`config.mk`:
```
export PLATFORM = sky130hd
export DESIGN_NAME = key_press_classifier_pairing_timer
export DESIGN_NICKNAME = d
export VERILOG_FILES = /design/src/sv/kpc_pkg.sv /design/src/sv/key_press_classifier_pairing_timer.sv
export SDC_FILE = /design/constraint.sdc
export NUM_CORES = 1
export LEC_CHECK = 0
export BUFFER_PORTS_ARGS = -buffer_cell sky130_fd_sc_hd__buf_4
export CORE_MARGIN = 4
export CORE_UTILIZATION = 32
export DETAILED_ROUTE_END_ITERATION = 12
export GPL_TIMING_DRIVEN = 0
export PLACE_DENSITY = 0.45
export SLEW_MARGIN = 40
export SYNTH_ARGS = -nofsm -noshare
export SYNTH_HDL_FRONTEND = slang
export SYNTH_SLANG_ARGS = --single-unit
```
`constraint.sdc`:
```
create_clock -name clk -period 5.62 [get_ports clk]
set_input_delay 0.562 -clock clk [delete_from_list [all_inputs] [get_ports clk]]
set_output_delay 0.562 -clock clk [all_outputs]
set_load 0.03 [all_outputs]
```
`src/sv/kpc_pkg.sv`:
```
package kpc_pkg;

  // Register map, word index of each configuration register
  typedef enum logic [2:0] {
    REG_SAMPLE_GAP  = 3'd0,
    REG_SHORT_TICKS = 3'd1,
    REG_LONG_TICKS  = 3'd2,
    REG_MSG_GAP     = 3'd3,
    REG_MSG_LIMIT   = 3'd4
  } reg_idx_t;

  localparam int unsigned ADDR_W   = 5;
  localparam int unsigned DATA_W   = 32;
  localparam int unsigned GAP_W    = 10;
  localparam int unsigned TICK_W   = 16;
  localparam int unsigned MSG_W    = 5;

  localparam logic [GAP_W-1:0]  SAMPLE_GAP_RST  = 10'd10;
  localparam logic [TICK_W-1:0] SHORT_TICKS_RST = 16'd200;
  localparam logic [TICK_W-1:0] LONG_TICKS_RST  = 16'd3000;
  localparam logic [TICK_W-1:0] MSG_GAP_RST     = 16'd1000;
  localparam logic [MSG_W-1:0]  MSG_LIMIT_RST   = 5'd15;
  localparam logic [TICK_W-1:0] TICK_MAX        = '1;

  // Press tracking: idle, or long press flagged and waiting for release
  typedef enum logic [1:0] {
    PH_IDLE = 2'b01,
    PH_WAIT = 2'b10
  } phase_t;

  // One result request
  typedef struct packed {
    logic             sampled;
    logic             short_press;
    logic             long_press;
    logic             send_pairing_msg;
    logic             pairing_on;
    logic [MSG_W-1:0] msgs_sent;
  } res_t;

endpackage

```
`src/sv/key_press_classifier_pairing_timer.sv`:
```
// Pairing-key press classifier with pairing-message timer.
// Input channel (in_valid / in_stall / in_key_level): one request per time
// tick carrying the raw active-low key level. Result channel (out_valid /
// out_stall / out_*): exactly one result request per input request, in order.
// Configuration goes through the APB port (psel ... pready); registers sit at
// byte addresses 0, 4, 8, 12, 16 and must only be written while idle.
// An accepted input's result is written to the result register, or to the
// skid register when the result register is held. Throughput: one request
// per cycle while in_stall is low. All per-tick work is a handful of counter
// increments and compares done in the accept cycle, written into a result
// register backed by a one-entry skid register. When the receiver stalls,
// the result register holds; one more input is taken into the skid register,
// after which in_stall rises until the result register drains.
// Reset (rst_n low, synchronous): all counters, the press phase and pairing
// mode clear, configuration returns to its defaults, both result slots empty.
module key_press_classifier_pairing_timer (
  input  logic                         clk,
  input  logic                         rst_n,
  input  logic                         in_valid,
  output logic                         in_stall,
  input  logic                         in_key_level,
  output logic                         out_valid,
  input  logic                         out_stall,
  output logic                         out_sampled,
  output logic                         out_short_press,
  output logic                         out_long_press,
  output logic                         out_send_pairing_msg,
  output logic                         out_pairing_on,
  output logic [kpc_pkg::MSG_W-1:0]    out_msgs_sent,
  input  logic                         psel,
  input  logic                         penable,
  input  logic                         pwrite,
  input  logic [kpc_pkg::ADDR_W-1:0]   paddr,
  input  logic [kpc_pkg::DATA_W-1:0]   pwdata,
  output logic [kpc_pkg::DATA_W-1:0]   prdata,
  output logic                         pready
);
  import kpc_pkg::*;

  // Configuration registers
  logic [GAP_W-1:0]  sample_gap_r;
  logic [TICK_W-1:0] short_ticks_r;
  logic [TICK_W-1:0] long_ticks_r;
  logic [TICK_W-1:0] msg_gap_r;
  logic [MSG_W-1:0]  msg_limit_r;

  // Tick state
  logic [GAP_W-1:0]  smp_cnt_r,  smp_cnt_nxt;
  logic [TICK_W-1:0] hold_r,     hold_nxt;
  logic              key_down_r, key_down_nxt;
  phase_t            phase_r,    phase_nxt;
  logic [TICK_W-1:0] gap_r,      gap_nxt;
  logic [MSG_W-1:0]  msg_cnt_r,  msg_cnt_nxt;
  logic              pairing_r,  pairing_nxt;

  // Result register and skid register
  res_t res_r, skid_r, res_new;
  logic out_vld_r, skid_vld_r;

  logic              cfg_wr;
  reg_idx_t          cfg_idx;
  logic              in_acc;
  logic              out_take;
  logic [GAP_W-1:0]  smp_inc;
  logic [TICK_W-1:0] hold_inc;
  logic [TICK_W-1:0] gap_inc;
  logic              smp_hit;
  logic              pressed;
  logic              short_hit;
  logic              long_hit;
  logic              send_hit;
  logic [MSG_W-1:0]  msg_inc;

  // APB register port
  assign pready  = 1'b1;
  assign cfg_idx = reg_idx_t'(paddr[ADDR_W-1:2]);
  assign cfg_wr  = psel & penable & pwrite;

  always_ff @(posedge clk) begin
    if (!rst_n) begin
      sample_gap_r  <= SAMPLE_GAP_RST;
      short_ticks_r <= SHORT_TICKS_RST;
      long_ticks_r  <= LONG_TICKS_RST;
      msg_gap_r     <= MSG_GAP_RST;
      msg_limit_r   <= MSG_LIMIT_RST;
    end else if (cfg_wr) begin
      unique case (cfg_idx)
        REG_SAMPLE_GAP:  sample_gap_r  <= pwdata[GAP_W-1:0];
        REG_SHORT_TICKS: short_ticks_r <= pwdata[TICK_W-1:0];
        REG_LONG_TICKS:  long_ticks_r  <= pwdata[TICK_W-1:0];
        REG_MSG_GAP:     msg_gap_r     <= pwdata[TICK_W-1:0];
        REG_MSG_LIMIT:   msg_limit_r   <= pwdata[MSG_W-1:0];
        default: ;
      endcase
    end
  end

  // Register readback
  always_comb begin
    unique case (cfg_idx)
      REG_SAMPLE_GAP:  prdata = DATA_W'(sample_gap_r);
      REG_SHORT_TICKS: prdata = DATA_W'(short_ticks_r);
      REG_LONG_TICKS:  prdata = DATA_W'(long_ticks_r);
      REG_MSG_GAP:     prdata = DATA_W'(msg_gap_r);
      REG_MSG_LIMIT:   prdata = DATA_W'(msg_limit_r);
      default:         prdata = '0;
    endcase
  end

  // Handshakes
  assign in_stall  = skid_vld_r;
  assign in_acc    = in_valid & ~skid_vld_r;
  assign out_take  = out_vld_r & ~out_stall;

  // Free-running counters advance every tick
  assign smp_inc  = smp_cnt_r + GAP_W'(1);
  assign hold_inc = (hold_r == TICK_MAX) ? TICK_MAX : hold_r + TICK_W'(1);
  assign gap_inc  = (gap_r == TICK_MAX) ? TICK_MAX : gap_r + TICK_W'(1);
  assign smp_hit  = (smp_inc >= sample_gap_r);
  assign pressed  = ~in_key_level;
  assign msg_inc  = msg_cnt_r + MSG_W'(1);

  // Per-tick press classification and message timing
  always_comb begin
    smp_cnt_nxt  = smp_inc;
    hold_nxt     = hold_inc;
    gap_nxt      = gap_inc;
    key_down_nxt = key_down_r;
    phase_nxt    = phase_r;
    msg_cnt_nxt  = msg_cnt_r;
    pairing_nxt  = pairing_r;
    short_hit    = 1'b0;
    long_hit     = 1'b0;
    send_hit     = 1'b0;
    if (smp_hit) begin
      smp_cnt_nxt  = '0;
      key_down_nxt = pressed;
      if (pressed) begin
        if (!key_down_r) begin
          hold_nxt = '0;
        end else if (phase_r == PH_IDLE && hold_inc > long_ticks_r) begin
          long_hit  = 1'b1;
          phase_nxt = PH_WAIT;
        end
      end else begin
        if (!key_down_r || phase_r != PH_IDLE) begin
          phase_nxt = PH_IDLE;
        end else if (hold_inc > short_ticks_r) begin
          short_hit = 1'b1;
        end
        hold_nxt = '0;
      end
      // short press opens a fresh pairing session
      if (short_hit) begin
        pairing_nxt = 1'b1;
      end
      if ((short_hit || pairing_r) && gap_inc >= msg_gap_r) begin
        gap_nxt  = '0;
        send_hit = 1'b1;
        msg_cnt_nxt = short_hit ? MSG_W'(1) : msg_inc;
        if (msg_cnt_nxt >= msg_limit_r) begin
          msg_cnt_nxt = '0;
          pairing_nxt = 1'b0;
        end
      end else if (short_hit) begin
        msg_cnt_nxt = '0;
      end
    end
  end

  always_comb begin
    res_new.sampled          = smp_hit;
    res_new.short_press      = short_hit;
    res_new.long_press       = long_hit;
    res_new.send_pairing_msg = send_hit;
    res_new.pairing_on       = pairing_nxt;
    res_new.msgs_sent        = msg_cnt_nxt;
  end

  // State commits on each accepted request
  always_ff @(posedge clk) begin
    if (!rst_n) begin
      smp_cnt_r  <= '0;
      hold_r     <= '0;
      key_down_r <= 1'b0;
      phase_r    <= PH_IDLE;
      gap_r      <= '0;
      msg_cnt_r  <= '0;
      pairing_r  <= 1'b0;
    end else if (in_acc) begin
      smp_cnt_r  <= smp_cnt_nxt;
      hold_r     <= hold_nxt;
      key_down_r <= key_down_nxt;
      phase_r    <= phase_nxt;
      gap_r      <= gap_nxt;
      msg_cnt_r  <= msg_cnt_nxt;
      pairing_r  <= pairing_nxt;
    end
  end

  // Result register with skid slot
  always_ff @(posedge clk) begin
    if (!rst_n) begin
      out_vld_r  <= 1'b0;
      skid_vld_r <= 1'b0;
    end else if (skid_vld_r) begin
      if (out_take) begin
        skid_vld_r <= 1'b0;
      end
    end else if (in_acc) begin
      if (!out_vld_r || out_take) begin
        out_vld_r <= 1'b1;
      end else begin
        skid_vld_r <= 1'b1;
      end
    end else if (out_take) begin
      out_vld_r <= 1'b0;
    end
  end

  always_ff @(posedge clk) begin
    if (skid_vld_r) begin
      if (out_take) begin
        res_r <= skid_r;
      end
    end else if (in_acc) begin
      if (!out_vld_r || out_take) begin
        res_r <= res_new;
      end else begin
        skid_r <= res_new;
      end
    end
  end

  assign out_valid            = out_vld_r;
  assign out_sampled          = res_r.sampled;
  assign out_short_press      = res_r.short_press;
  assign out_long_press       = res_r.long_press;
  assign out_send_pairing_msg = res_r.send_pairing_msg;
  assign out_pairing_on       = res_r.pairing_on;
  assign out_msgs_sent        = res_r.msgs_sent;

  // Skid slot only fills behind a held result
  a_skid_behind_out: assert property (@(posedge clk) disable iff (!rst_n)
    skid_vld_r |-> out_vld_r)
    else $error("skid slot occupied with empty result register");

  // Message count is only nonzero inside a pairing session
  a_cnt_in_session: assert property (@(posedge clk) disable iff (!rst_n)
    !pairing_r |-> (msg_cnt_r == '0))
    else $error("message count nonzero outside pairing");

  // Waiting for release implies the key was seen down
  a_wait_key_down: assert property (@(posedge clk) disable iff (!rst_n)
    (phase_r == PH_WAIT) |-> key_down_r)
    else $error("waiting for release with key up");

  // Pulses only on sample instants, and never both press kinds at once
  a_pulse_on_sample: assert property (@(posedge clk) disable iff (!rst_n)
    (out_vld_r && (res_r.short_press || res_r.long_press || res_r.send_pairing_msg))
      |-> res_r.sampled)
    else $error("pulse on a non-sample tick");

  a_one_press_kind: assert property (@(posedge clk) disable iff (!rst_n)
    out_vld_r |-> !(res_r.short_press && res_r.long_press))
    else $error("short and long press in one result");

endmodule

```
# Word-level counts from Yosys, hierarchy flattened
# Index checks and enable logic that the tools add are counted.
# W data, S select, Z words.
# totals
ff_bits	136
input_bits	45
elab_cells	121
# classes
add_sub_neg	4
magnitude_cmp	5
n_eq_ne	11
mux	44
bitwise_logic	8
n_reduce_logical	23
# ops
operator	count
$mux W16	7
$pmux W16 S5	1
$mux W10	5
$add A16 B1 Y16 const B	2
$eq A16 B16 Y1 const B	2
$gt A16 B16 Y1	2
$mux W5	5
$mux W1	22
$ge A16 B16 Y1	1
$reduce_and A2 Y1	6
$add A10 B1 Y10 const B	1
$ge A10 B10 Y1	1
$reduce_bool A2 Y1	5
$reduce_and A3 Y1	3
$mux W2	4
$ne A2 B1 Y1 const B	4
$eq A3 B2 Y1 const B	2
$add A5 B1 Y5 const B	1
$ge A5 B5 Y1	1
$reduce_and A5 Y1	1
$and A1 B1 Y1	4
$not A1 Y1	4
$eq A3 B1 Y1 const B	1
$eq A3 B3 Y1 const B	1
other kinds (5)	9

# Longest topological paths before layout
# Gate-level depths: netlist (run 1).
# depth
word_depth	15
depth_mapped	24

# Least setup slack after synthesis (run 1)
# Ideal clock, no wire load.
# synth_timing
kind	reg-to-reg
from	register hold_r[2]
to	register res_r, in the netlist out_msgs_sent[3], data pin
arrival_ps	4702
required_time_ps	5440
slack_ps	738
stages_incl_launch_ff	23
path_buffers	3
period_less_slack_ps	4882
cell_sequence	dfxtp_1 > and4_1 > clkbuf_1 > nand4_1 > nor2_1 > and3_1 > mux2_2 > ha_1 > nand4_1 > or4_4 > o211ai_2 > and2_4 > buf_6 > buf_8 > nor2_1 > ha_1 > nand2b_1 > a21o_1 > a21oi_1 > o21ai_0 > a21oi_1 > nand3_2 > o311ai_1
# synth_via
elab_chain_cells	15
elab_cells_between_ends	19
# synth_rtl
element	line_no	source
from (decl)	key_press_classifier_pairing_timer.sv:49	logic [TICK_W-1:0] hold_r, hold_nxt;
from (signal assigned)	key_press_classifier_pairing_timer.sv:192	hold_r <= hold_nxt;
$add A16 B1 Y16 / $eq A16 B16 Y1 (equally long branches)	key_press_classifier_pairing_timer.sv:117	assign hold_inc = (hold_r == TICK_MAX) ? TICK_MAX : hold_r + TICK_W'(1);
$mux W16 (*)	key_press_classifier_pairing_timer.sv:117	
$gt A16 B16 Y1 (*)	key_press_classifier_pairing_timer.sv:148	end else if (hold_inc > short_ticks_r) begin
$mux W1 (*)	key_press_classifier_pairing_timer.sv:148	
$mux W1 (*)	key_press_classifier_pairing_timer.sv:146	if (!key_down_r || phase_r != PH_IDLE) begin
$mux W1 (*)	key_press_classifier_pairing_timer.sv:138	if (pressed) begin
$mux W1 (*)	key_press_classifier_pairing_timer.sv:135	if (smp_hit) begin
$mux W5	key_press_classifier_pairing_timer.sv:160	msg_cnt_nxt = short_hit ? MSG_W'(1) : msg_inc;
$ge A5 B5 Y1	key_press_classifier_pairing_timer.sv:161	if (msg_cnt_nxt >= msg_limit_r) begin
$mux W5	key_press_classifier_pairing_timer.sv:161	
$mux W5 (*)	key_press_classifier_pairing_timer.sv:157	if ((short_hit || pairing_r) && gap_inc >= msg_gap_r) begin
$mux W5 (*)	key_press_classifier_pairing_timer.sv:135	
$mux W10 (*)	key_press_classifier_pairing_timer.sv:227	if (!out_vld_r || out_take) begin
$mux W10 (*)	key_press_classifier_pairing_timer.sv:226	end else if (in_acc) begin
$mux W10 (*)	key_press_classifier_pairing_timer.sv:222	if (skid_vld_r) begin
to (signal assigned)	key_press_classifier_pairing_timer.sv:224	res_r <= skid_r;
to (signal assigned)	key_press_classifier_pairing_timer.sv:228	res_r <= res_new;
to (decl)	key_press_classifier_pairing_timer.sv:57	res_t res_r, skid_r, res_new;
# Every way passes the cells marked *; elsewhere a longest branch is shown, timed or not. The select of a mux whose other input is x is not followed.
# A chain may end at the register's enable or synchronous reset.

# Worst setup path in the final report (run 1)
# layout_timing
from	register hold_r[4]
to	register res_r, in the netlist out_msgs_sent[3], data pin
# Same word-level chain as after synthesis.

==> results.yml, run 1 <==
cells_and_area:
  nNetsFinal: 1232
  antenna_cells: 0
  mostFrequentLayoutCells: "nand2_1, dfxtp_1, a21oi_1, buf_4, inv_1"
  layout_commonest_cell: "nand2_1"
  areaGrowthSynthToFinish_pct: 19.9
  drive_above_1_share_pct: 12.6
  stdcell_count: 1463
synthesis:
  synth_area_leaders: "dfxtp_1, ha_1, nand2_1, edfxtp_1, a21oi_1"
  postSynthAreaPerCell_um2: 8.02
  seq_area_frac_synth_pct: 35.4
  yosys_warnings: 0
  synth_cell_type_count: 69
  synth_area_leader_cell: "dfxtp_1"
  yosysTopAreaCellShare_pct: 28.1
  ys_seq_elements: 136
  synth-main-ff-cell: "dfxtp_1"
  netlist_area_um2: 8250
  synth_edf_count: 20
  synthCells: 1029
  async_flop_share_pct: 0
power:
  power.density_nw_per_um2: 261
  p_total_mw: 2.58
  power_leakage_nw: 4.00
  ir_drop_v: 0.000175
global_routing:
  antenna_found_initial: 0
  grt_pass1_wl_mm: 41.7
  grt_util_all_layers_pct: 18.8
  grt_start_max_net_pins: 17
  grt_pass1_vias: 7081
  grt_overflow: 0
critical_path:
  crit_path_end_kind: "register"
  critical_path_class: "reg -> reg"
  critPathLaunchType: "register"
  path_cells: "and4_4, nand4_1, nor2_2, and3_1, mux2_2, ha_1, nand4_1, or4_4, o211ai_4, and2_4, buf_6, buf_8, nor2_1, ha_1, nand2b_1, a21o_1, a21oi_1, o21ai_2, a21oi_2, nand3_4, o311ai_1"
  crit_arrival_ns: 5.54
  cp_max_fo: 10
  critical_path_buf_inv_count: 2
  critical_path.top_delay_family: "simple AND/OR/NAND/NOR gates"
  cp.required_ns: 5.85
  max_stage_delay_ns: 0.61
  critical-path-slowest-cell: "or4_4"
detailed_routing:
  dr.first_iter.drc_count: 576
  routed_wl_mm: 26.9
  ant_nets: 0
  dr_total_vias: 7577
  vias_per_cell: 5.18
  drc_errors: 0
  dr.pass1.iters: 5
  wl_per_cell_um: 18.4
job:
  max_cap_viol_count: 0
cts:
  cts_sinks: 136
  numCtsBuffers: 17
  root_buffer: "clkbuf_16"
  clock_latency_ns: 0.43
  clockBufferDepth: 2
  ctsHoldBuffers: 0
  htreeDepth: 4
  cts_tree: "done"
  path_clk_slew_ns: 0.06
floorplan:
  die_area_um2: 28400
  io_pins: 90
  design.core.area_um2: 25300
  die_h_um: 169
  chipWidth_um: 169
  rows: 58
  initial_core_util_pct: 32.7
outcome:
  outcome: "complete, no violations"
sta:
  finalSetupViolCount: 0
  max_freq_ghz: 0.189
  finalHoldViolCount: 0
  setup_slack_ns: 0.317
  period_needed_ns: 5.30
  slew-limit-headroom_pct: 43.3
  drv_slew: 0
  fin_skew_ns: 0.0108
  finalCritPeriodShare_pct: 94.4
  worst_slew_pin_slew_ns: 0.850
  rsz0062_at_grt: "no"
  whs_ns: 0.403
placed_design:
  gp_congestion: 0.859
  port_buffers: 52
  place_hpwl_mm: 20.6
  dp_slack_ns: -0.446
  place_inst: 1426
worst_hold_path:
  hold_class: "in -> reg"
area by class of cell:
cell class	count	area, um^2
buffer	72	359
clock buffer	19	433
inverter	71	267
multi-input combinational	764	4810
sequential	136	2930
tap	330	413
timing repair buffer	58	435
clock inverter	13	250
fill	2644	15400
power by group:
part / leakage [nW] / switching, mW / internal [mW] / total [mW]
combinational: 2.55 / 0.159 / 0.0732 / 0.232
clock: 0.333 / 0.455 / 0.876 / 1.33
sequential: 1.12 / 0.0112 / 1.00 / 1.02
total: 4.00 / 0.625 / 1.95 / 2.58
registers in the layout, indices dropped and copies added (netlist names), 2 cells and up:
signal / flops
long_ticks_r: 16
out_msgs_sent: 5
phase_r: 2
msg_gap_r: 16
sample_gap_r: 10
short_ticks_r: 16
msg_cnt_r: 5
skid_r: 10
msg_limit_r: 5
hold_r: 16
gap_r: 16
smp_cnt_r: 10
worst register-to-register path: cells and delay by family, from the launching register on:
kind	cells	cell delay, ns
flip-flops	1	0.39
AO/OA/AOI/OAI	6	1.33
multiplexers	1	0.37
adder cells (fa/ha/maj)	2	0.57
buffers and inverters	2	0.26
AND/OR/NAND/NOR	10	2.20
Yosys cell counts (all sizes together) (11+ instances only):
cell type,count
a21oi,97
a22oi,25
and3,14
buf,25
clkbuf,48
dfxtp,116
edfxtp,20
ha,67
inv,71
nand2,198
nand3,37
nand4,13
nor2,49
nor2b,14
nor3,12
o211ai,20
o21a,11
o21ai,44
o22ai,11
xnor2,15
xor2,15
cell families (layout without fill, tap and decap cells):
logic type / Yosys count / after routing / synth area share (%)
and+or+nand+nor: 378 / 378 / 21.0
AOI/OAI and AO/OA: 260 / 260 / 20.3
buffers and inverters: 144 / 233 / 7.59
DFF: 136 / 136 / 35.4
adders and majority gates: 67 / 67 / 10.2
xor gates and xnor gates: 30 / 30 / 3.18
muxes: 12 / 12 / 2.24
other: 2 / 17 / 0.0910
worst paths after layout:
kind	from	end	slack (ns)	cells after the start
min reg2reg	phase_r[1]	phase_r[1]	0.45	2
max	hold_r[4]	out_msgs_sent[3]	0.32	21
min	pwdata[13]	long_ticks_r[13]	0.40	3
max reg2reg	hold_r[4]	out_msgs_sent[3]	0.32	21
routing by layer:
| metal | share of wire, % | vias to the layer above | track usage, % |
|---|---|---|---|
| li1 | - | 3788 | - |
| met1 | 50 | 3595 | 27.1 |
| met2 | 45 | 168 | 29.5 |
| met3 | 3.8 | 26 | 2.80 |
| met4 | 1.4 | 0 | 4.94 |
| met5 | 0 | - | 0 |
through the flow:
stage               instance area [um^2]  TNS [ns]  utilization [%]
global route                        9900         0             39.2
detailed placement                  9120     -3.43             36.1
finish                              9900         0             39.2
floorplan                           8310         0                -
global placement                    9110     -3.29             36.1
CTS                                 9860         0             39.0
what timing repair did:
item                                    in CTS  in global routing
endpoints found under the setup margin      17                 16
resized for setup                            6                 10
pin swaps                                    2                  3
hold endpoints to repair                     0                  0
buffers inserted                             5                  1
(Power assumes the default switching activity.)
==> run 2: changes to the inputs <==
--- a/config.mk
+++ b/config.mk
@@ -10,6 +10,7 @@
 export CORE_UTILIZATION = 32
 export DETAILED_ROUTE_END_ITERATION = 12
 export GPL_TIMING_DRIVEN = 0
+export MAX_ROUTING_LAYER = met4
 export PLACE_DENSITY = 0.45
 export SLEW_MARGIN = 40
 export SYNTH_ARGS = -nofsm -noshare
==> constraint.sdc (replaced) <==
create_clock -name clk -period 6.2 [get_ports clk]
set_input_delay 0.62 -clock clk [delete_from_list [all_inputs] [get_ports clk]]
set_output_delay 0.62 -clock clk [all_outputs]
set_load 0.03 [all_outputs]
==> results.yml, run 2 (synthesized netlist as in run 1, its figures left out) <==
sta:
  setup_slack_ns: 0.502
  tns_ns: 0
  slew-limit-headroom_pct: 44.5
  rsz0062_at_grt: "no"
  fin_skew_ns: 0.00827
  whs_ns: 0.452
  max_freq_ghz: 0.176
  worst_slew_pin_slew_ns: 0.832
  period_needed_ns: 5.70
  finalHoldViolCount: 0
  finalSetupViolCount: 0
  drv_slew: 0
  finalCritPeriodShare_pct: 91.9
cts:
  clock_latency_ns: 0.43
  clockBufferDepth: 2
  cts_tree: "done"
  ctsHoldBuffers: 0
  root_buffer: "clkbuf_16"
  path_clk_slew_ns: 0.06
  numCtsBuffers: 17
  cts_sinks: 136
  htreeDepth: 4
cells_and_area:
  mostFrequentLayoutCells: "nand2_1, dfxtp_1, a21oi_1, inv_1, buf_4"
  areaGrowthSynthToFinish_pct: 19.2
  antenna_cells: 0
  nNetsFinal: 1229
  stdcell_count: 1460
  drive_above_1_share_pct: 11.6
  layout_commonest_cell: "nand2_1"
floorplan:
  die_h_um: 169
  rows: 58
  design.core.area_um2: 25300
  io_pins: 90
  initial_core_util_pct: 32.7
  die_area_um2: 28400
  chipWidth_um: 169
power:
  power.density_nw_per_um2: 238
  power_leakage_nw: 3.96
  p_total_mw: 2.34
  ir_drop_v: 0.000159
critical_path:
  rrSetupSlack_ns: 0.50
  cp_max_fo: 10
  critical_path.top_delay_family: "simple AND/OR/NAND/NOR gates"
  crit_path_end_kind: "register"
  critical_path_buf_inv_count: 3
  max_stage_delay_ns: 0.60
  cp.required_ns: 6.43
  critical_path_class: "reg -> reg"
  critPathLaunchType: "register"
  path_cells: "and4_1, clkbuf_1, nand4_1, nor2_1, and3_1, mux2_2, ha_1, nand4_1, or4_4, nor3_2, nor3b_1, and2_4, buf_6, buf_8, nor2_1, ha_1, nand2b_1, a21o_1, a21oi_1, o21ai_1, a21oi_2, nand3_4, o311ai_1"
  critical-path-slowest-cell: "or4_4"
  crit_arrival_ns: 5.93
detailed_routing:
  wl_per_cell_um: 18.4
  dr_total_vias: 7501
  drc_errors: 0
  vias_per_cell: 5.14
  ant_nets: 0
  routed_wl_mm: 26.8
  dr.pass1.iters: 5
  dr.first_iter.drc_count: 571
job:
  max_cap_viol_count: 0
global_routing:
  antenna_found_initial: 0
  grt_pass1_wl_mm: 41.5
  grt_util_all_layers_pct: 19.3
  grt_overflow: 0
  grt_start_max_net_pins: 17
  grt_pass1_vias: 7039
placed_design:
  port_buffers: 52
  gp_congestion: 0.872
  place_inst: 1426
  dp_slack_ns: 0.134
  place_hpwl_mm: 20.6
outcome:
  outcome: "complete, no violations"
worst_hold_path:
  hold_class: "reg -> reg"
==> run 2: layout make-up <==
cell class,instances,area [um^2]
plain buffers,73,363
clock buffers,19,433
clock inverters,13,250
fillers,2644,15400
inverters,71,267
multi-input cells,764,4780
flip-flops and latches,136,2920
well taps,330,413
repair buffers,54,405
==> run 2: tightest hold or removal path: cells and delay by family, from the launching register on <==
family,cells,cell delay [ns]
and+or+nand+nor,2,0.10
DFF,1,0.31
==> run 2: stage by stage <==
step           instance area [um^2]  util [%]
2_1_floorplan                  8310         -
3_3_place_gp                   9110      36.1
3_5_place_dp                   9120      36.1
4_1_cts                        9800      38.8
5_1_grt                        9840      39.0
6_report                       9840      39.0
==> run 2: repair_timing <==
item                                    CTS  global route
setup buffers                             0             2
endpoints found under the setup margin    0            14
resized for setup                         0             7
==> run 2: layer usage <==
metal | global-route usage, % | vias up | wire length (um)
met5 | - | - | 0
met4 | 4.83 | 0 | 359
met3 | 2.78 | 25 | 1170
met2 | 29.3 | 166 | 12000
met1 | 27.3 | 3535 | 13300
li1 | - | 3775 | -
==> run 2: final timing paths <==
path                                  from               end  cells after the start
worst max register to register   hold_r[2]  out_msgs_sent[3]                     23
worst max-delay path             hold_r[2]  out_msgs_sent[3]                     23
worst min register to register  phase_r[1]        phase_r[1]                      2
worst min-delay path            phase_r[1]        phase_r[1]                      2
==> run 2: report_power, final <==
| part | internal (mW) | switching [mW] |
|---|---|---|
| combinational | 0.0663 | 0.144 |
| sequential | 0.910 | 0.0100 |
| clock | 0.794 | 0.412 |
| total | 1.77 | 0.566 |
==> run 3: changes to the inputs <==
--- a/config.mk
+++ b/config.mk
@@ -6,7 +6,7 @@
 export NUM_CORES = 1
 export LEC_CHECK = 0
 export BUFFER_PORTS_ARGS = -buffer_cell sky130_fd_sc_hd__buf_4
-export CORE_MARGIN = 4
+export CORE_MARGIN = 2
 export CORE_UTILIZATION = 32
 export DETAILED_ROUTE_END_ITERATION = 12
 export GPL_TIMING_DRIVEN = 0
==> results.yml, run 3 (synthesized netlist as in run 1, its figures left out) <==
outcome:
  outcome: "complete, no violations"
critical_path:
  critical_path_buf_inv_count: 4
  critical_path_class: "reg -> reg"
  cp_max_fo: 10
  critical_path.most_common_cell: "nand4_1"
  critical_path.top_delay_family: "simple AND/OR/NAND/NOR gates"
  crit_path_end_kind: "register"
  path_cells: "and4_1, clkbuf_1, nand4_1, nor3_1, nand4_1, buf_2, nand2_1, ha_1, nand4_1, or4_4, o211ai_4, and2_4, buf_6, buf_8, nor2_1, ha_1, nand2b_1, a21o_1, a21oi_1, o21ai_1, a21oi_2, nand3_2, o311ai_1"
  reg2reg_depth: 23
  max_stage_delay_ns: 0.64
  crit_arrival_ns: 5.93
  cp.required_ns: 6.45
  path_depth: 23
  critPathLaunchType: "register"
  critical-path-slowest-cell: "or4_4"
sta:
  slew-limit-headroom_pct: 41.9
  tns_ns: 0
  fin_skew_ns: 0.00833
  finalCritPeriodShare_pct: 91.7
  worst_slew_pin_slew_ns: 0.872
  drv_slew: 0
  finalSetupViolCount: 0
  rsz0062_at_grt: "no"
  period_needed_ns: 5.68
  max_freq_ghz: 0.176
  finalHoldViolCount: 0
cts:
  cts_sinks: 136
  path_clk_slew_ns: 0.07
  clockBufferDepth: 2
  clock_latency_ns: 0.43
  numCtsBuffers: 17
  root_buffer: "clkbuf_16"
  cts_tree: "done"
  htreeDepth: 4
detailed_routing:
  dr_total_vias: 7505
  wl_per_cell_um: 18.9
  vias_per_cell: 5.14
  routed_wl_mm: 27.6
  drc_errors: 0
  dr.pass1.iters: 5
  ant_nets: 0
  dr.first_iter.drc_count: 578
floorplan:
  die_area_um2: 27100
  die_h_um: 165
  initial_core_util_pct: 32.7
  design.core.area_um2: 25300
  io_pins: 90
  chipWidth_um: 165
  rows: 58
global_routing:
  grt_util_all_layers_pct: 21.6
  grt_overflow: 0
  grt_pass1_wl_mm: 42.4
  grt_pass1_vias: 7311
  grt_start_max_net_pins: 17
  antenna_found_initial: 0
cells_and_area:
  fillCellCount: 2659
  areaGrowthSynthToFinish_pct: 19.1
  drive_above_1_share_pct: 11.8
  mostFrequentLayoutCells: "nand2_1, dfxtp_1, a21oi_1, inv_1, buf_4"
  layout_commonest_cell: "nand2_1"
  stdcell_count: 1459
  nNetsFinal: 1227
placed_design:
  gp_congestion: 0.900
  place_hpwl_mm: 21.3
  place_inst: 1426
  port_buffers: 52
power:
  p_switching_uw: 603
  power.density_nw_per_um2: 239
  sequentialPowerShare_pct: 39.2
  p_sw_share_pct: 25.7
  pwr-share-comb_pct: 9.0
  ir_drop_v: 0.000140
  pwr-share-clk_pct: 51.7
  internal_power_mw: 1.74
  power_leakage_nw: 3.96
worst_hold_path:
  hold_class: "in -> reg"
  whs_path_depth: 3
job:
  max_cap_viol_count: 0
[run 3: cell type report]
class                   instances  area [um^2]  area share (%)
inverters                      71          267            2.71
repair buffers                 52          390            3.97
multi-input cells             764         4780            48.6
flip-flops and latches        136         2920            29.7
plain buffers                  73          363            3.69
clock buffers                  17          425            4.33
well taps                     330          413            4.20
diodes                          1         2.50          0.0255
clock inverters                15          265            2.70
[run 3: power groups by stage]
stage	clock (mW)	combinational (mW)	sequential [mW]
floorplan	0	0.114	0.950
global placement	0	0.211	0.939
detailed placement	0	0.212	0.940
CTS	1.23	0.212	0.920
global route	1.27	0.231	0.922
finish	1.21	0.212	0.920
[run 3: worst min-delay path: stages]
cell and delay (ns):
buf_4 0.10, nand2_1 0.05, o211ai_1 0.07
[run 3: metal layers]
metal  part of all wire (%)  wire length (um)  track usage (%)  vias to the layer above
li1                       -                 -                -                     3777
met1                     49             13500             29.2                     3550
met2                     44             12300             33.2                      154
met3                    4.1              1120             3.16                       24
met4                    2.4               671             7.19                        0
met5                      0                 0                -                        -
[run 3: what timing repair did]
item                       4_1_cts  5_1_grt
hold buffers                     0        0
setup endpoints to repair        0       13
buffers inserted                 0        0
gates resized for setup          0        7
[run 3: through the flow]
| step | power [mW] | cell area, um^2 | hold WS [ns] | setup slack (ns) | util [%] |
|---|---|---|---|---|---|
| 2_1_floorplan | 1.06 | 8310 | 0.425 | 1.32 | - |
| 3_3_place_gp | 1.15 | 9110 | 0.445 | 0.171 | 36.1 |
| 3_5_place_dp | 1.15 | 9120 | 0.447 | 0.204 | 36.1 |
| 4_1_cts | 2.37 | 9810 | 0.442 | 0.158 | 38.8 |
| 5_1_grt | 2.42 | 9830 | 0.456 | 0.0368 | 38.9 |
| 6_report | 2.35 | 9830 | 0.449 | 0.517 | 38.9 |
[run 3: path summary, 6_finish.rpt]
kind                       to  slack (ns)        startpoint
min reg2reg  long_ticks_r[12]        0.46  long_ticks_r[12]
max reg2reg  out_msgs_sent[4]        0.52         hold_r[2]
max          out_msgs_sent[4]        0.52         hold_r[2]
min           long_ticks_r[5]        0.45         pwdata[5]
